$ cat src/rtl/awa_pkg.sv
// ----------------------------------------------------------------------------
// awa_pkg: shared definitions for the accelerometer window average block
// Field widths, saturation limits, register map and warning codes.
// ----------------------------------------------------------------------------
package awa_pkg;

    // Field widths.
    localparam int RAW_W   = 16;   // raw sensor counts
    localparam int ACC_W   = 14;   // signed acceleration, 8 fractional bits
    localparam int MAG_W   = 13;   // unsigned magnitude, 8 fractional bits
    localparam int SCALE_W = 16;   // lsb scale, 24 fractional bits
    localparam int THR_W   = 13;   // thresholds, 8 fractional bits
    localparam int SQ_W    = 26;   // sum of squares of two saturated values
    localparam int ROOT_W  = 13;   // integer part of the square root

    // The product raw * scale carries 24 fractional bits; keep 8 of them.
    localparam int SCALE_SHIFT = 16;
    localparam int SCALE_HALF  = 32768;

    // Saturation limits.
    localparam int ACC_LIMIT = 4560;
    localparam int MAG_LIMIT = 6450;

    // Configuration register map and reset values.
    localparam int APB_ADDR_W = 4;
    localparam int APB_DATA_W = 32;
    localparam logic [1:0] REG_LSB_SCALE    = 2'd0;
    localparam logic [1:0] REG_INSTANT_THR  = 2'd1;
    localparam logic [1:0] REG_AVERAGE_THR  = 2'd2;
    localparam logic [SCALE_W-1:0] LSB_SCALE_RST   = 16'd9118;
    localparam logic [THR_W-1:0]   INSTANT_THR_RST = 13'd512;
    localparam logic [THR_W-1:0]   AVERAGE_THR_RST = 13'd256;

    // Warning codes.
    localparam logic [1:0] IW_NONE  = 2'd0;
    localparam logic [1:0] IW_BRAKE = 2'd1;
    localparam logic [1:0] IW_ACCEL = 2'd2;
    localparam logic [1:0] AW_NONE  = 2'd0;
    localparam logic [1:0] AW_MAG   = 2'd1;
    localparam logic [1:0] AW_BRAKE = 2'd2;
    localparam logic [1:0] AW_ACCEL = 2'd3;

endpackage

$ cat src/rtl/awa_mul.sv
// ----------------------------------------------------------------------------
// awa_mul: registered signed multiplier
// The single multiplier shared by scaling, squaring and averaging.
// ----------------------------------------------------------------------------
module awa_mul #(
    parameter int OP_W = 17
) (
    input  logic                       aclk,
    input  logic signed [OP_W-1:0]     op_a,
    input  logic signed [OP_W-1:0]     op_b,
    output logic signed [2*OP_W-1:0]   prod
);

    logic signed [2*OP_W-1:0] prod_reg;

    always_ff @(posedge aclk) begin
        prod_reg <= op_a * op_b;
    end

    assign prod = prod_reg;

endmodule

$ cat src/rtl/awa_isqrt.sv
// ----------------------------------------------------------------------------
// awa_isqrt: iterative integer square root, rounded to nearest
// Resolves one root bit per cycle, then applies a rounding step.
// ----------------------------------------------------------------------------
module awa_isqrt import awa_pkg::*; (
    input  logic                aclk,
    input  logic                aresetn,
    input  logic                start,
    input  logic [SQ_W-1:0]     radicand,
    output logic                done,
    output logic [ROOT_W:0]     root
);

    localparam int W     = SQ_W + 1;
    localparam int ITER  = SQ_W / 2;
    localparam int CNT_W = $clog2(ITER);

    logic             run_reg;
    logic             fin_reg;
    logic             done_reg;
    logic [CNT_W-1:0] cnt_reg;
    logic [W-1:0]     rem_reg, rem_next;
    logic [W-1:0]     acc_reg, acc_next;
    logic [W-1:0]     pow_reg;
    logic [ROOT_W:0]  root_reg;
    logic [W-1:0]     trial;
    logic             fits;

    // One step of the digit-by-digit method: try subtracting acc + pow.
    always_comb begin
        trial = acc_reg + pow_reg;
        fits  = (rem_reg >= trial);
        if (fits) begin
            rem_next = rem_reg - trial;
            acc_next = (acc_reg >> 1) + pow_reg;
        end else begin
            rem_next = rem_reg;
            acc_next = acc_reg >> 1;
        end
    end

    always_ff @(posedge aclk) begin
        if (!aresetn) begin
            run_reg  <= 1'b0;
            fin_reg  <= 1'b0;
            done_reg <= 1'b0;
            cnt_reg  <= '0;
        end else begin
            done_reg <= fin_reg;
            fin_reg  <= run_reg && (cnt_reg == '0);
            if (start) begin
                run_reg <= 1'b1;
                cnt_reg <= CNT_W'(ITER - 1);
            end else if (run_reg) begin
                if (cnt_reg == '0) begin
                    run_reg <= 1'b0;
                end
                cnt_reg <= cnt_reg - 1'b1;
            end
        end
    end

    always_ff @(posedge aclk) begin
        if (start) begin
            rem_reg <= W'(radicand);
            acc_reg <= '0;
            pow_reg <= W'(1) << (2 * (ITER - 1));
        end else if (run_reg) begin
            rem_reg <= rem_next;
            acc_reg <= acc_next;
            pow_reg <= pow_reg >> 2;
        end
        // Round up when the remainder exceeds the root.
        if (fin_reg) begin
            root_reg <= acc_reg[ROOT_W:0] + (ROOT_W+1)'(rem_reg > acc_reg);
        end
    end

    assign done = done_reg;
    assign root = root_reg;

endmodule

$ cat src/rtl/accel_window_average_warn_top.sv
// ----------------------------------------------------------------------------
// accel_window_average_warn_top: accelerometer scaling, moving averages and
// warnings
// Scales x/y accelerometer counts, forms the planar magnitude and keeps
// windowed averages of all three with threshold warnings.
// ----------------------------------------------------------------------------
// Each input transfer carries one raw x/y reading in sensor counts. The block
// scales both axes to m/s^2 with 8 fractional bits (saturated to +/-4560),
// takes the rounded square root of the sum of squares as the magnitude
// (saturated to 6450), pushes all three values into windows of WINDOW_LEN
// entries with running sums, and sends one result transfer holding the
// current values, the three window averages (entries not yet filled count
// as zero, rounding ties away from zero) and the instant and average warning
// codes. The average warning compares the exact window sums against the
// threshold times WINDOW_LEN, so it does not depend on the rounding of the
// averages. Each item goes through the 13-step square root unit and seven
// passes through the one shared multiplier (two scalings, two squares,
// three reciprocal divisions) before its result is offered, and the block
// takes no new item until that result has moved to the output register.
// s_ready is high only while the block waits for an item, but a finished
// result sits in its own output register, so the next item is taken while
// the previous result still waits. Windows start cleared after reset without
// a clearing pass: each entry has a valid bit. The user must write the
// configuration registers through the APB port only while the block is idle
// (the block itself does not enforce this): lsb_scale at 0x0,
// instant_threshold at 0x4, average_threshold at 0x8; bits above each register's width are dropped.
// ----------------------------------------------------------------------------
module accel_window_average_warn_top import awa_pkg::*; #(
    parameter int WINDOW_LEN = 60
) (
    input  logic                    aclk,
    input  logic                    aresetn,
    // Configuration port
    input  logic                    psel,
    input  logic                    penable,
    input  logic                    pwrite,
    input  logic [APB_ADDR_W-1:0]   paddr,
    input  logic [APB_DATA_W-1:0]   pwdata,
    output logic [APB_DATA_W-1:0]   prdata,
    output logic                    pready,
    // Input channel
    input  logic                    s_valid,
    output logic                    s_ready,
    input  logic signed [RAW_W-1:0] s_raw_x,
    input  logic signed [RAW_W-1:0] s_raw_y,
    // Result channel
    output logic                    m_valid,
    input  logic                    m_ready,
    output logic signed [ACC_W-1:0] m_accel_x,
    output logic signed [ACC_W-1:0] m_accel_y,
    output logic [MAG_W-1:0]        m_accel_mag,
    output logic signed [ACC_W-1:0] m_avg_x,
    output logic signed [ACC_W-1:0] m_avg_y,
    output logic [MAG_W-1:0]        m_avg_mag,
    output logic [1:0]              m_instant_warning,
    output logic [1:0]              m_average_warning
);

    // ------------------------------------------------------------------
    // Derived sizes
    // ------------------------------------------------------------------
    localparam int POS_W  = (WINDOW_LEN > 1) ? $clog2(WINDOW_LEN) : 1;
    localparam int HALF   = WINDOW_LEN / 2;
    // Signed sum of x or y values and unsigned sum of magnitudes.
    localparam int XSUM_W = $clog2(WINDOW_LEN * ACC_LIMIT + 1) + 1;
    localparam int MSUM_W = $clog2(WINDOW_LEN * MAG_LIMIT + 1);
    // Division by WINDOW_LEN as a multiplication by a rounded-up reciprocal;
    // with DIV_K = DIV_N + ceil(log2(WINDOW_LEN)) the quotient is exact for
    // every dividend below 2^DIV_N.
    localparam int DIV_N  = $clog2(WINDOW_LEN * MAG_LIMIT + HALF + 1);
    localparam int DIV_K  = DIV_N + $clog2(WINDOW_LEN);
    localparam logic [63:0] DIV_M = ((64'd1 << DIV_K) + 64'(WINDOW_LEN) - 64'd1)
                                    / 64'(WINDOW_LEN);
    localparam int MUL_W  = (DIV_N + 2 > RAW_W + 1) ? DIV_N + 2 : RAW_W + 1;
    localparam int PROD_W = 2 * MUL_W;
    // Threshold times WINDOW_LEN, and a signed width that holds every
    // quantity of the average warning compare.
    localparam int THRW_W = THR_W + $clog2(WINDOW_LEN + 1);
    localparam int CMP_A  = (XSUM_W > MSUM_W + 1) ? XSUM_W : MSUM_W + 1;
    localparam int CMP_W  = ((CMP_A > THRW_W + 1) ? CMP_A : THRW_W + 1) + 1;

    // ------------------------------------------------------------------
    // Sequencer states
    // ------------------------------------------------------------------
    typedef enum logic [12:0] {
        ST_IDLE = 13'b0000000000001,  // wait for an input transfer
        ST_SCX  = 13'b0000000000010,  // multiply raw x by the scale
        ST_SCY  = 13'b0000000000100,  // round x, multiply raw y by the scale
        ST_SQX  = 13'b0000000001000,  // round y, square x
        ST_SQY  = 13'b0000000010000,  // keep x squared, square y
        ST_SQS  = 13'b0000000100000,  // add squares, start the square root
        ST_ROOT = 13'b0000001000000,  // wait for the root
        ST_UPD  = 13'b0000010000000,  // window write and running sums
        ST_DVX  = 13'b0000100000000,  // divide x sum, form warnings
        ST_DVY  = 13'b0001000000000,  // x average, divide y sum
        ST_DVM  = 13'b0010000000000,  // y average, divide magnitude sum
        ST_DVE  = 13'b0100000000000,  // magnitude average
        ST_OUT  = 13'b1000000000000   // move the result to the output
    } state_t;

    state_t state_reg, state_next;

    // ------------------------------------------------------------------
    // Configuration registers
    // ------------------------------------------------------------------
    logic [SCALE_W-1:0] scale_reg;
    logic [THR_W-1:0]   inst_thr_reg;
    logic [THR_W-1:0]   avg_thr_reg;
    logic               cfg_write;
    logic [1:0]         cfg_index;

    assign pready    = 1'b1;
    assign cfg_write = psel && penable && pwrite;
    assign cfg_index = paddr[APB_ADDR_W-1:2];

    always_ff @(posedge aclk) begin
        if (!aresetn) begin
            scale_reg    <= LSB_SCALE_RST;
            inst_thr_reg <= INSTANT_THR_RST;
            avg_thr_reg  <= AVERAGE_THR_RST;
        end else if (cfg_write) begin
            case (cfg_index)
                REG_LSB_SCALE:   scale_reg    <= pwdata[SCALE_W-1:0];
                REG_INSTANT_THR: inst_thr_reg <= pwdata[THR_W-1:0];
                REG_AVERAGE_THR: avg_thr_reg  <= pwdata[THR_W-1:0];
                default: begin
                end
            endcase
        end
    end

    always_comb begin
        case (cfg_index)
            REG_LSB_SCALE:   prdata = APB_DATA_W'(scale_reg);
            REG_INSTANT_THR: prdata = APB_DATA_W'(inst_thr_reg);
            REG_AVERAGE_THR: prdata = APB_DATA_W'(avg_thr_reg);
            default:         prdata = '0;
        endcase
    end

    // ------------------------------------------------------------------
    // Helper functions
    // ------------------------------------------------------------------
    // Product raw * scale to 8 fractional bits, round half up, saturate.
    function automatic logic signed [ACC_W-1:0] scale_sat(
        input logic signed [PROD_W-1:0] p
    );
        logic signed [PROD_W-1:0] q;
        q = (p + $signed(PROD_W'(SCALE_HALF))) >>> SCALE_SHIFT;
        if (q > $signed(PROD_W'(ACC_LIMIT))) begin
            return ACC_W'(ACC_LIMIT);
        end else if (q < -$signed(PROD_W'(ACC_LIMIT))) begin
            return ACC_W'(-ACC_LIMIT);
        end
        return q[ACC_W-1:0];
    endfunction

    // Apply the sign of the sum to a quotient magnitude and saturate.
    function automatic logic signed [ACC_W-1:0] avg_sat(
        input logic             neg,
        input logic [MAG_W-1:0] q
    );
        logic [ACC_W-1:0] m;
        m = (q > MAG_W'(ACC_LIMIT)) ? ACC_W'(ACC_LIMIT) : ACC_W'(q);
        return neg ? -$signed(m) : $signed(m);
    endfunction

    // ------------------------------------------------------------------
    // Datapath registers
    // ------------------------------------------------------------------
    logic signed [RAW_W-1:0]  raw_x_reg, raw_y_reg;
    logic signed [ACC_W-1:0]  ax_reg, ay_reg;
    logic [SQ_W-1:0]          sq_reg;
    logic [MAG_W-1:0]         am_reg;
    logic signed [XSUM_W-1:0] x_sum_reg, y_sum_reg;
    logic [MSUM_W-1:0]        m_sum_reg;
    logic signed [ACC_W-1:0]  vx_reg, vy_reg;
    logic [MAG_W-1:0]         vm_reg;
    logic [1:0]               iw_reg, aw_reg;
    logic [POS_W-1:0]         pos_reg;

    // ------------------------------------------------------------------
    // Windows: one memory per value, read at the write position every
    // cycle; an entry that has never been written reads as zero.
    // ------------------------------------------------------------------
    logic signed [ACC_W-1:0] xwin_mem [WINDOW_LEN];
    logic signed [ACC_W-1:0] ywin_mem [WINDOW_LEN];
    logic [MAG_W-1:0]        mwin_mem [WINDOW_LEN];
    logic [WINDOW_LEN-1:0]   vld_reg;
    logic signed [ACC_W-1:0] xrd_reg, yrd_reg;
    logic [MAG_W-1:0]        mrd_reg;
    logic                    vrd_reg;
    logic signed [ACC_W-1:0] old_x, old_y;
    logic [MAG_W-1:0]        old_m;

    always_ff @(posedge aclk) begin
        if (state_reg == ST_UPD) begin
            xwin_mem[pos_reg] <= ax_reg;
            ywin_mem[pos_reg] <= ay_reg;
            mwin_mem[pos_reg] <= am_reg;
        end
        xrd_reg <= xwin_mem[pos_reg];
        yrd_reg <= ywin_mem[pos_reg];
        mrd_reg <= mwin_mem[pos_reg];
        vrd_reg <= vld_reg[pos_reg];
    end

    assign old_x = vrd_reg ? xrd_reg : '0;
    assign old_y = vrd_reg ? yrd_reg : '0;
    assign old_m = vrd_reg ? mrd_reg : '0;

    // ------------------------------------------------------------------
    // Shared multiplier and operand selection
    // ------------------------------------------------------------------
    logic signed [MUL_W-1:0]  mul_a, mul_b;
    logic signed [PROD_W-1:0] prod;
    logic [XSUM_W-1:0]        x_abs, y_abs;
    logic [DIV_N-1:0]         x_num, y_num, m_num;
    logic signed [MUL_W-1:0]  recip;

    // Rounded dividends: |sum| + WINDOW_LEN/2.
    assign x_abs = x_sum_reg[XSUM_W-1] ? $unsigned(-x_sum_reg) : $unsigned(x_sum_reg);
    assign y_abs = y_sum_reg[XSUM_W-1] ? $unsigned(-y_sum_reg) : $unsigned(y_sum_reg);
    assign x_num = DIV_N'(x_abs) + DIV_N'(HALF);
    assign y_num = DIV_N'(y_abs) + DIV_N'(HALF);
    assign m_num = DIV_N'(m_sum_reg) + DIV_N'(HALF);
    assign recip = $signed(MUL_W'(DIV_M));

    always_comb begin
        case (state_reg)
            ST_SCX: begin
                mul_a = MUL_W'(raw_x_reg);
                mul_b = $signed(MUL_W'(scale_reg));
            end
            ST_SCY: begin
                mul_a = MUL_W'(raw_y_reg);
                mul_b = $signed(MUL_W'(scale_reg));
            end
            ST_SQX: begin
                mul_a = MUL_W'(ax_reg);
                mul_b = MUL_W'(ax_reg);
            end
            ST_SQY: begin
                mul_a = MUL_W'(ay_reg);
                mul_b = MUL_W'(ay_reg);
            end
            ST_DVX: begin
                mul_a = $signed(MUL_W'(x_num));
                mul_b = recip;
            end
            ST_DVY: begin
                mul_a = $signed(MUL_W'(y_num));
                mul_b = recip;
            end
            ST_DVM: begin
                mul_a = $signed(MUL_W'(m_num));
                mul_b = recip;
            end
            default: begin
                mul_a = '0;
                mul_b = '0;
            end
        endcase
    end

    awa_mul #(
        .OP_W (MUL_W)
    ) u_mul (
        .aclk (aclk),
        .op_a (mul_a),
        .op_b (mul_b),
        .prod (prod)
    );

    logic [MAG_W-1:0] quot;
    assign quot = prod[DIV_K +: MAG_W];

    // ------------------------------------------------------------------
    // Square root unit
    // ------------------------------------------------------------------
    logic              sqrt_start;
    logic              sqrt_done;
    logic [SQ_W-1:0]   sqrt_in;
    logic [ROOT_W:0]   sqrt_root;

    assign sqrt_start = (state_reg == ST_SQS);
    assign sqrt_in    = sq_reg + prod[SQ_W-1:0];

    awa_isqrt u_isqrt (
        .aclk     (aclk),
        .aresetn  (aresetn),
        .start    (sqrt_start),
        .radicand (sqrt_in),
        .done     (sqrt_done),
        .root     (sqrt_root)
    );

    // ------------------------------------------------------------------
    // Warnings, evaluated on the updated sums
    // ------------------------------------------------------------------
    logic signed [ACC_W:0]  ax_ext, it_ext;
    logic signed [CMP_W-1:0] at_ext, xs_ext, ms_ext;
    logic [1:0]              iw_next, aw_next;

    assign ax_ext = (ACC_W+1)'(ax_reg);
    assign it_ext = $signed((ACC_W+1)'(inst_thr_reg));
    assign at_ext = $signed(CMP_W'(avg_thr_reg) * CMP_W'(WINDOW_LEN));
    assign xs_ext = CMP_W'(x_sum_reg);
    assign ms_ext = $signed(CMP_W'(m_sum_reg));

    always_comb begin
        if (ax_ext < -it_ext) begin
            iw_next = IW_BRAKE;
        end else if (ax_ext > it_ext) begin
            iw_next = IW_ACCEL;
        end else begin
            iw_next = IW_NONE;
        end
        if (ms_ext > at_ext) begin
            if (xs_ext < -at_ext) begin
                aw_next = AW_BRAKE;
            end else if (xs_ext > at_ext) begin
                aw_next = AW_ACCEL;
            end else begin
                aw_next = AW_MAG;
            end
        end else begin
            aw_next = AW_NONE;
        end
    end

    // ------------------------------------------------------------------
    // Sequencer
    // ------------------------------------------------------------------
    logic m_valid_reg;
    logic out_free;

    assign out_free = !m_valid_reg || m_ready;
    assign s_ready  = (state_reg == ST_IDLE);

    always_comb begin
        case (state_reg)
            ST_IDLE: state_next = s_valid ? ST_SCX : ST_IDLE;
            ST_SCX:  state_next = ST_SCY;
            ST_SCY:  state_next = ST_SQX;
            ST_SQX:  state_next = ST_SQY;
            ST_SQY:  state_next = ST_SQS;
            ST_SQS:  state_next = ST_ROOT;
            ST_ROOT: state_next = sqrt_done ? ST_UPD : ST_ROOT;
            ST_UPD:  state_next = ST_DVX;
            ST_DVX:  state_next = ST_DVY;
            ST_DVY:  state_next = ST_DVM;
            ST_DVM:  state_next = ST_DVE;
            ST_DVE:  state_next = ST_OUT;
            ST_OUT:  state_next = out_free ? ST_IDLE : ST_OUT;
            default: state_next = ST_IDLE;
        endcase
    end

    // Control state.
    always_ff @(posedge aclk) begin
        if (!aresetn) begin
            state_reg <= ST_IDLE;
            pos_reg   <= '0;
            vld_reg   <= '0;
            x_sum_reg <= '0;
            y_sum_reg <= '0;
            m_sum_reg <= '0;
        end else begin
            state_reg <= state_next;
            if (state_reg == ST_UPD) begin
                vld_reg[pos_reg] <= 1'b1;
                x_sum_reg <= x_sum_reg + XSUM_W'(ax_reg) - XSUM_W'(old_x);
                y_sum_reg <= y_sum_reg + XSUM_W'(ay_reg) - XSUM_W'(old_y);
                m_sum_reg <= m_sum_reg + MSUM_W'(am_reg) - MSUM_W'(old_m);
                if (pos_reg == POS_W'(WINDOW_LEN - 1)) begin
                    pos_reg <= '0;
                end else begin
                    pos_reg <= pos_reg + 1'b1;
                end
            end
        end
    end

    // Item payload.
    always_ff @(posedge aclk) begin
        case (state_reg)
            ST_IDLE: begin
                raw_x_reg <= s_raw_x;
                raw_y_reg <= s_raw_y;
            end
            ST_SCY:  ax_reg <= scale_sat(prod);
            ST_SQX:  ay_reg <= scale_sat(prod);
            ST_SQY:  sq_reg <= prod[SQ_W-1:0];
            ST_ROOT: begin
                if (sqrt_root > (ROOT_W+1)'(MAG_LIMIT)) begin
                    am_reg <= MAG_W'(MAG_LIMIT);
                end else begin
                    am_reg <= sqrt_root[MAG_W-1:0];
                end
            end
            ST_DVX: begin
                iw_reg <= iw_next;
                aw_reg <= aw_next;
            end
            ST_DVY:  vx_reg <= avg_sat(x_sum_reg[XSUM_W-1], quot);
            ST_DVM:  vy_reg <= avg_sat(y_sum_reg[XSUM_W-1], quot);
            ST_DVE:  vm_reg <= (quot > MAG_W'(MAG_LIMIT)) ? MAG_W'(MAG_LIMIT) : quot;
            default: begin
            end
        endcase
    end

    // ------------------------------------------------------------------
    // Output register
    // ------------------------------------------------------------------
    logic signed [ACC_W-1:0] m_accel_x_reg, m_accel_y_reg;
    logic signed [ACC_W-1:0] m_avg_x_reg, m_avg_y_reg;
    logic [MAG_W-1:0]        m_accel_mag_reg, m_avg_mag_reg;
    logic [1:0]              m_iw_reg, m_aw_reg;
    logic                    out_load;

    assign out_load = (state_reg == ST_OUT) && out_free;

    always_ff @(posedge aclk) begin
        if (!aresetn) begin
            m_valid_reg <= 1'b0;
        end else if (out_load) begin
            m_valid_reg <= 1'b1;
        end else if (m_ready) begin
            m_valid_reg <= 1'b0;
        end
    end

    always_ff @(posedge aclk) begin
        if (out_load) begin
            m_accel_x_reg   <= ax_reg;
            m_accel_y_reg   <= ay_reg;
            m_accel_mag_reg <= am_reg;
            m_avg_x_reg     <= vx_reg;
            m_avg_y_reg     <= vy_reg;
            m_avg_mag_reg   <= vm_reg;
            m_iw_reg        <= iw_reg;
            m_aw_reg        <= aw_reg;
        end
    end

    assign m_valid           = m_valid_reg;
    assign m_accel_x         = m_accel_x_reg;
    assign m_accel_y         = m_accel_y_reg;
    assign m_accel_mag       = m_accel_mag_reg;
    assign m_avg_x           = m_avg_x_reg;
    assign m_avg_y           = m_avg_y_reg;
    assign m_avg_mag         = m_avg_mag_reg;
    assign m_instant_warning = m_iw_reg;
    assign m_average_warning = m_aw_reg;

    // ------------------------------------------------------------------
    // Assertions
    // ------------------------------------------------------------------
    a_accept_starts: assert property (@(posedge aclk) disable iff (!aresetn)
        s_valid && s_ready |=> state_reg == ST_SCX)
        else $error("input transfer did not start the sequence");

    a_result_from_out: assert property (@(posedge aclk) disable iff (!aresetn)
        $past(aresetn) && $rose(m_valid_reg) |-> $past(state_reg == ST_OUT))
        else $error("result offered outside the output step");

    a_root_in_wait: assert property (@(posedge aclk) disable iff (!aresetn)
        sqrt_done |-> state_reg == ST_ROOT)
        else $error("square root finished outside its wait step");

    a_pos_moves_on_update: assert property (@(posedge aclk) disable iff (!aresetn)
        $past(aresetn) && (pos_reg != $past(pos_reg)) |-> $past(state_reg == ST_UPD))
        else $error("window position moved without a window update");

endmodule

$ cat config.mk
export PLATFORM = sky130hd
export DESIGN_NAME = accel_window_average_warn_top
export DESIGN_NICKNAME = d
export VERILOG_FILES = /design/src/rtl/awa_pkg.sv /design/src/rtl/awa_mul.sv /design/src/rtl/awa_isqrt.sv /design/src/rtl/accel_window_average_warn_top.sv
export SDC_FILE = /design/constraint.sdc
export NUM_CORES = 2
export LEC_CHECK = 0
export BUFFER_PORTS_ARGS = -buffer_cell sky130_fd_sc_hd__buf_2
export CORE_MARGIN = 2
export CORE_UTILIZATION = 57
export DETAILED_ROUTE_END_ITERATION = 8
export PLACE_DENSITY_LB_ADDON = 0.2
export SLEW_MARGIN = 20
export SYNTH_ARGS = -nofsm -noshare
export SYNTH_HDL_FRONTEND = slang
export SYNTH_SLANG_ARGS = --single-unit
$ cat constraint.sdc
create_clock -name aclk -period 8.9 [get_ports aclk]
set_input_delay 0.445 -clock aclk [delete_from_list [all_inputs] [get_ports aclk]]
set_output_delay 0.445 -clock aclk [all_outputs]
set_load 0.01 [all_outputs]
# --- Yosys cells after proc, flatten, opt, wreduce, memory -nomap -nowiden ---
# Memory sizes are Yosys's and may differ from the RTL's. A register that Yosys moved wholly into a read port is not among the register bits.
# Index checks and enable logic that the tools add are counted.
totals:
  reg_bits: 542
  latch_bits: 0
  ram_bits: 2460
  mem_bits_ro: 0
  out_inout_bits: 121
  wordCells: 167
  memories: 3
op_classes:
  addsub: 22
  multipliers: 2
  div: 0
  n_lt_le_gt_ge: 14
  n_eq_ne: 16
  shift: 0
  muxes: 44
  bitwise_logic: 3
  reduce_logical: 21
mem_list:
  columns: ["name", "words", "word_bits", "rd", "rd_ports_with_merged_regs", "write_ports", "line_no", "rtl"]
  rows:
  - ["xwin_mem", 60, 14, 1, 1, 1, "accel_window_average_warn_top.sv:186", "logic signed [ACC_W-1:0] xwin_mem [WINDOW_LEN];"]
  - ["ywin_mem", 60, 14, 1, 1, 1, "accel_window_average_warn_top.sv:187", "logic signed [ACC_W-1:0] ywin_mem [WINDOW_LEN];"]
  - ["mwin_mem", 60, 13, 1, 1, 1, "accel_window_average_warn_top.sv:188", "logic [MAG_W-1:0] mwin_mem [WINDOW_LEN];"]
op_table:
  columns: ["cell", "count"]
  rows:
  - ["one-hot mux 13 bit (13 select lines)", 1]
  - ["one-hot mux 21 bit (7 select lines)", 1]
  - ["two-way mux 14 bit", 8]
  - ["one-hot mux 21 bit (4 select lines)", 1]
  - ["two-way mux 26 bit", 3]
  - ["bitwise OR 60 bit", 1]
  - ["adder 19 x 5 -> 19 bit (second input constant)", 3]
  - ["one-hot mux 16 bit (3 select lines)", 1]
  - ["adder 42 x 17 -> 42 bit (second input constant)", 1]
  - ["multiplier 21 x 21 -> 42 bit", 1]
  - ["adder 20 x 14 -> 20 bit", 2]
  - ["subtractor 20 x 14 -> 20 bit", 2]
  - ["two-way mux 13 bit", 3]
  - ["two-way mux 19 bit", 2]
  - ["negation 19 bit", 2]
  - ["adder 26 x 25 -> 27 bit", 1]
  - ["adder 27 x 25 -> 27 bit", 1]
  - ["greater-or-equal comparator 27 bit", 1]
  - ["greater-than comparator 27 bit", 1]
  - ["two-way mux 27 bit", 1]
  - ["subtractor 27 bit", 1]
  - ["adder 26 bit", 1]
  - ["greater-than comparator 13 bit (second input constant)", 2]
  - ["greater-than comparator 26 x 14 -> 1 bit (second input constant)", 1]
  - ["other kinds (51)", 80]

# --- Longest topological paths before layout ---
logic_depth:
  word_depth: 6
  depth_mapped: 37
  depth_no_buf: 34

# --- Cells and area by module ---
# A second synthesis with hierarchy kept.
unflattened:
  hier_cells: 10205
  area_unflattened_um2: 141273.0
by_module_without_submodules:
  columns: ["mod", "instances", "cells_per_inst", "area_per_inst_um2", "seq_area_each_um2"]
  rows:
  - ["accel_window_average_warn_top", 1, 7479, 116656.9, 85241.8]
  - ["awa_mul", 1, 1880, 17389.2, 840.8]
  - ["awa_isqrt", 1, 846, 7226.9, 2162.1]

# --- Least setup slack after synthesis ---
# Ideal clock, no wire load.
synth_timing:
  path_type: "register to register"
  start: "register state_reg[9]"
  end: "register u_mul.prod_reg[40] (netlist: u_mul.prod[40])"
  setup_ns: 0.072
  arrival_ns: 8.842
  required_ns: 8.828
  slack_ns: -0.013
  stages_incl_launch_ff: 33
  path_buffers: 3
  period_less_slack_ns: 8.913
  cell_sequence: "dfxtp_1 > buf_2 > or4_1 > nor4_1 > nand2_1 > nor3b_1 > buf_2 > buf_2 > a22oi_1 > nand3_1 > nand2_1 > inv_2 > fa_1 > ha_1 > fa_1 > inv_1 > fa_1 > inv_1 > fa_1 > fa_1 > inv_1 > fa_1 > inv_1 > ha_1 > nand2_1 > nor4_1 > inv_1 > a2111oi_0 > o2111ai_1 > a31oi_1 > o2111ai_1 > a31oi_1 > xor2_1"
synth_via:
  elab_chain_len: 4
  elab_cells_between_ends: 12
  classes_between: "1 x mul; 7 x eq/ne; 2 x mux; 2 x reduce/logical"
synth_rtl:
  columns: ["element", "line_no", "rtl"]
  rows:
  - ["from (decl)", "accel_window_average_warn_top.sv:101", "state_t state_reg, state_next;"]
  - ["from (signal assigned)", "accel_window_average_warn_top.sv:370", "state_reg <= state_next;"]
  - ["== test 13 x 9 -> 1 bit (tied with other cells)", "accel_window_average_warn_top.sv:230", "case (state_reg)"]
  - ["OR reduction 3 bit (no line) or OR reduction 2 bit (tied branches)", null, null]
  - ["one-hot mux 21 bit (4 select lines)", "accel_window_average_warn_top.sv:230", null]
  - ["multiplier 21 x 21 -> 42 bit *", "awa_mul.sv:17", "prod_reg <= op_a * op_b;"]
  - ["to (signal assigned)", "awa_mul.sv:17", null]
  - ["to (decl)", "awa_mul.sv:14", "logic signed [2*OP_W-1:0] prod_reg;"]
# Mark *: on every way between the ends. The rest lies on a longest branch, timed or not.
# A chain may end at the register's enable or synchronous reset.

# --- Worst setup path in the final report ---
layout_timing:
  start: "register state_reg[12]"
  end: "register u_mul.prod_reg[40] (netlist: u_mul.prod[40])"
# Same word-level chain as after synthesis.

==> summary.txt <==
Status - complete, but fails checks
Violated checks - negative setup slack
Core Footprint - 245000 sq um
Synth-to-Final Area Change - 15.1%
Wire length on met1 - 164 mm
Average wire per standard cell - 30.0 um
Final setup vio count - 5
Synth Area in Compound Gates - 12.7%
Antenna Nets Post-Route - 0
Synthesized flop and latch total - 3043
CTS buffer count - 323
Synth top area cells - edfxtp_1 58%, fa_1 7.4%, dfxtp_1 4.5%
FF-to-FF setup slack - -0.17 ns
Total wire length - 430 mm
Delay-heaviest family, CP - adder cells
Die H - 500 um
GP Congestion - 0.972
Clk slew on worst S/H paths - 0.06 ns
Worst path slowest cell - or4_4
Power Total - 29.2 mW
Pre-antenna DRT Iters - 8
Global route overflow - 0
Worst vdd ir - 0.000215 V
Site Rows - 182
Cells after Synth - 10.1k
Slew @ Worst Pin - 1.23 ns
Final Cycle Share - 102%
Pint - 23.3 mW
CTS tree - built
Drt via density - 6.56
Hold Crit Class - in -> reg
Yosys top cell area share - 58.5%
Critical Path RT - 9.76 ns
Starting Density - 57.2%
Setup Skew - 0.0935 ns
Die Area - 250000 sq um
Post-Synth Simple-Gate Area - 6.23%
Pin count of the biggest net entering global routing - 117
PwrDens - 181 nW/um^2
Top routing layer in use - met5
Most frequent cells in the layout - 2730 x edfxtp_1, 843 x inv_1, 749 x a22oi_1, 638 x buf_4, 576 x nand2_1
LEAKAGE - 58.5 nW
XOR/XNOR Fraction of Synth Area - 1.74%
Hold Violations, Final - 0
IO buf count - 160
Post-synth ARST share - 0%
Final-report max-slew violation count - 0
Relative slew margins - 17.2%
Die Width - 500 um
Post-synth cell types - 108
Worst path most repeated cell - fa_1
H-Tree Level Count - 5
Delay of the slowest critical-path stage - 0.55 ns
Part of the power in the clock network - 44.7%
# Max-Cap Violations - 0
Layout net count - 11.8k
Most common cell after layout, fill and taps aside - edfxtp_1
Fraction of power spent switching nets - 20.4%
Critical Path Fanout Max - 4
Share of power burned in combinational logic - 2.4%
Post-synth top area cell - edfxtp_1
Hpwl dp - 271 mm
WS Path Type - reg -> reg
Sequential cell area fraction in the yosys report - 63.0%
CP Launch Type - flop
Clk Latency, worst-skew pair - 1.01 ns
Sink Count - 3043
Clock root buffer - clkbuf_16
Initial antenna violation count - 18
Post-Syn Area per Cell - 13.9 sq um
Post-synth EDFFs - 2730
1st-iter DRT viols - 13.3k
Adder-Cell Fraction of Synth Area - 10.9%
Mapped Area - 140000 sq um
Ports - 196
DP Area - 149000 sq um
Multiplexer area fraction after synthesis - 1.57%
Worst Setup End Kind - flop
Top_reg_cell synth - edfxtp_1
Largest regs - xwin_mem x840, ywin_mem x840, mwin_mem x780
Filler cells - 17.2k
Total GRT Usage - 34.0%
Clock period minus worst slack - 9.07 ns
RSZ-0062 raised after global routing - true
Routed met2 length - 197 mm
Vias - 93.9k
Psw - 5.96 mW
Vias in the first global route - 92.4k
Layout cell share with drive strength beyond 1 - 15.8%
Met3 wire len - 50.6 mm
Global-route wire length before repair - 622 mm
Design Area, Final - 161000 sq um
Seq pwr share - 52.9%
WP data arrival - 9.94 ns
CP Buf/Inv Count - 11
Largest family of logic cells by synthesized area - compound AO/OA/AOI/OAI gates
Syn. warnings - 0
Max Clk Rate - 0.110 GHz
Setup WS post-layout - -0.173 ns
Residual DRC - 0
Longest Clk Path Bufs - 4
-- timing repair --
item,4_1_cts,5_1_grt
hold buffers,51,0
setup endpoints to repair,22,20
pin swaps,69,43
setup buffers,38,18
hold endpoints to repair,76,0
cloned,0,1
resized for setup,135,130
-- synthesized netlist by cell type (33+ instances only) --
cell type and number:
a211oi_1 57, buf_1 102, xor2_1 81, ha_1 390
and2_1 114, and3_1 33, nor4_1 53, nor2_1 498
a22oi_1 751, mux2i_1 68, a21o_1 93, a31oi_1 207
nor3_1 88, o21a_1 51, o211ai_1 43, nand3_1 138
or3_1 36, dfxtp_1 313, mux4_2 53, nand2_1 587
fa_1 521, buf_2 56, xnor2_1 195, a221oi_1 196
edfxtp_1 2730, nand2b_1 35, o21ai_0 215, nand4_1 89
a41oi_1 72, clkbuf_1 356, inv_1 860, nor2b_1 46
a22o_1 203, a21oi_1 371
-- power by group through the flow --
stage | Sequential [mW] | Combinational, mW | Clock [mW]
2_1_floorplan | 15.7 | 0.461 | 0
3_3_place_gp | 15.8 | 0.649 | 0
3_5_place_dp | 15.8 | 0.666 | 0
4_1_cts | 15.5 | 0.699 | 13.1
5_1_grt | 15.5 | 0.783 | 13.7
6_report | 15.5 | 0.715 | 13.1
-- routing by layer --
| layer | vias up | global-route usage (%) |
|---|---|---|
| met5 | - | 0 |
| met4 | 14 | 12.9 |
| met3 | 916 | 7.03 |
| met2 | 5832 | 52.6 |
| met1 | 47562 | 47.6 |
| li1 | 39556 | - |
-- path summary, 6_finish.rpt --
path                    end  cells after the start          start
max reg2reg  u_mul.prod[40]                     36  state_reg[12]
min reg2reg     m_avg_y[13]                      0     vy_reg[13]
min           scale_reg[12]                      4       paddr[2]
max          u_mul.prod[40]                     36  state_reg[12]
-- layout make-up --
| cell class | instances | area, sq um | share of cell area, % |
|---|---|---|---|
| diodes | 5 | 12.5 | 0.00776 |
| clock buffers | 414 | 8710 | 5.40 |
| inverters | 864 | 3250 | 2.01 |
| flip-flops and latches | 3043 | 88300 | 54.7 |
| multi-input cells | 5687 | 48300 | 29.9 |
| clock inverters | 151 | 1410 | 0.876 |
| well taps | 3220 | 4030 | 2.50 |
| repair buffers | 927 | 7370 | 4.57 |
-- metrics by stage --
stage          cells  util [%]  hold slack [ns]  TNS (ns)  setup WS [ns]
2_1_floorplan  10130         -            0.400         0          0.101
3_3_place_gp   13634      60.8            0.409    -10.71          -1.06
3_5_place_dp   13636      60.8            0.405    -12.38          -1.08
4_1_cts        14290      65.5           0.0165   -0.0771        -0.0508
5_1_grt        14307      65.8           0.0961     -3.80         -0.460
6_report       14311      65.8           0.0654    -0.413         -0.173
-- worst reg2reg max path, delay by kind of cell (launching register included) --
kind / cells / cell delay (ns)
adders and majority gates: 9 / 3.84
xor gates and xnor gates: 2 / 0.37
buffers and inverters: 11 / 1.26
DFF: 1 / 0.32
AOI/OAI and AO/OA: 7 / 1.51
and+or+nand+nor: 7 / 1.70
-- kinds of logic after synthesis --
family,after synthesis
xor gates and xnor gates,277
DFF,3043
AOI/OAI and AO/OA,2490
and+or+nand+nor,1836
muxes,150
buffers and inverters,1400
adders and majority gates,911
other,2
Power figures use the tool's default switching activity.
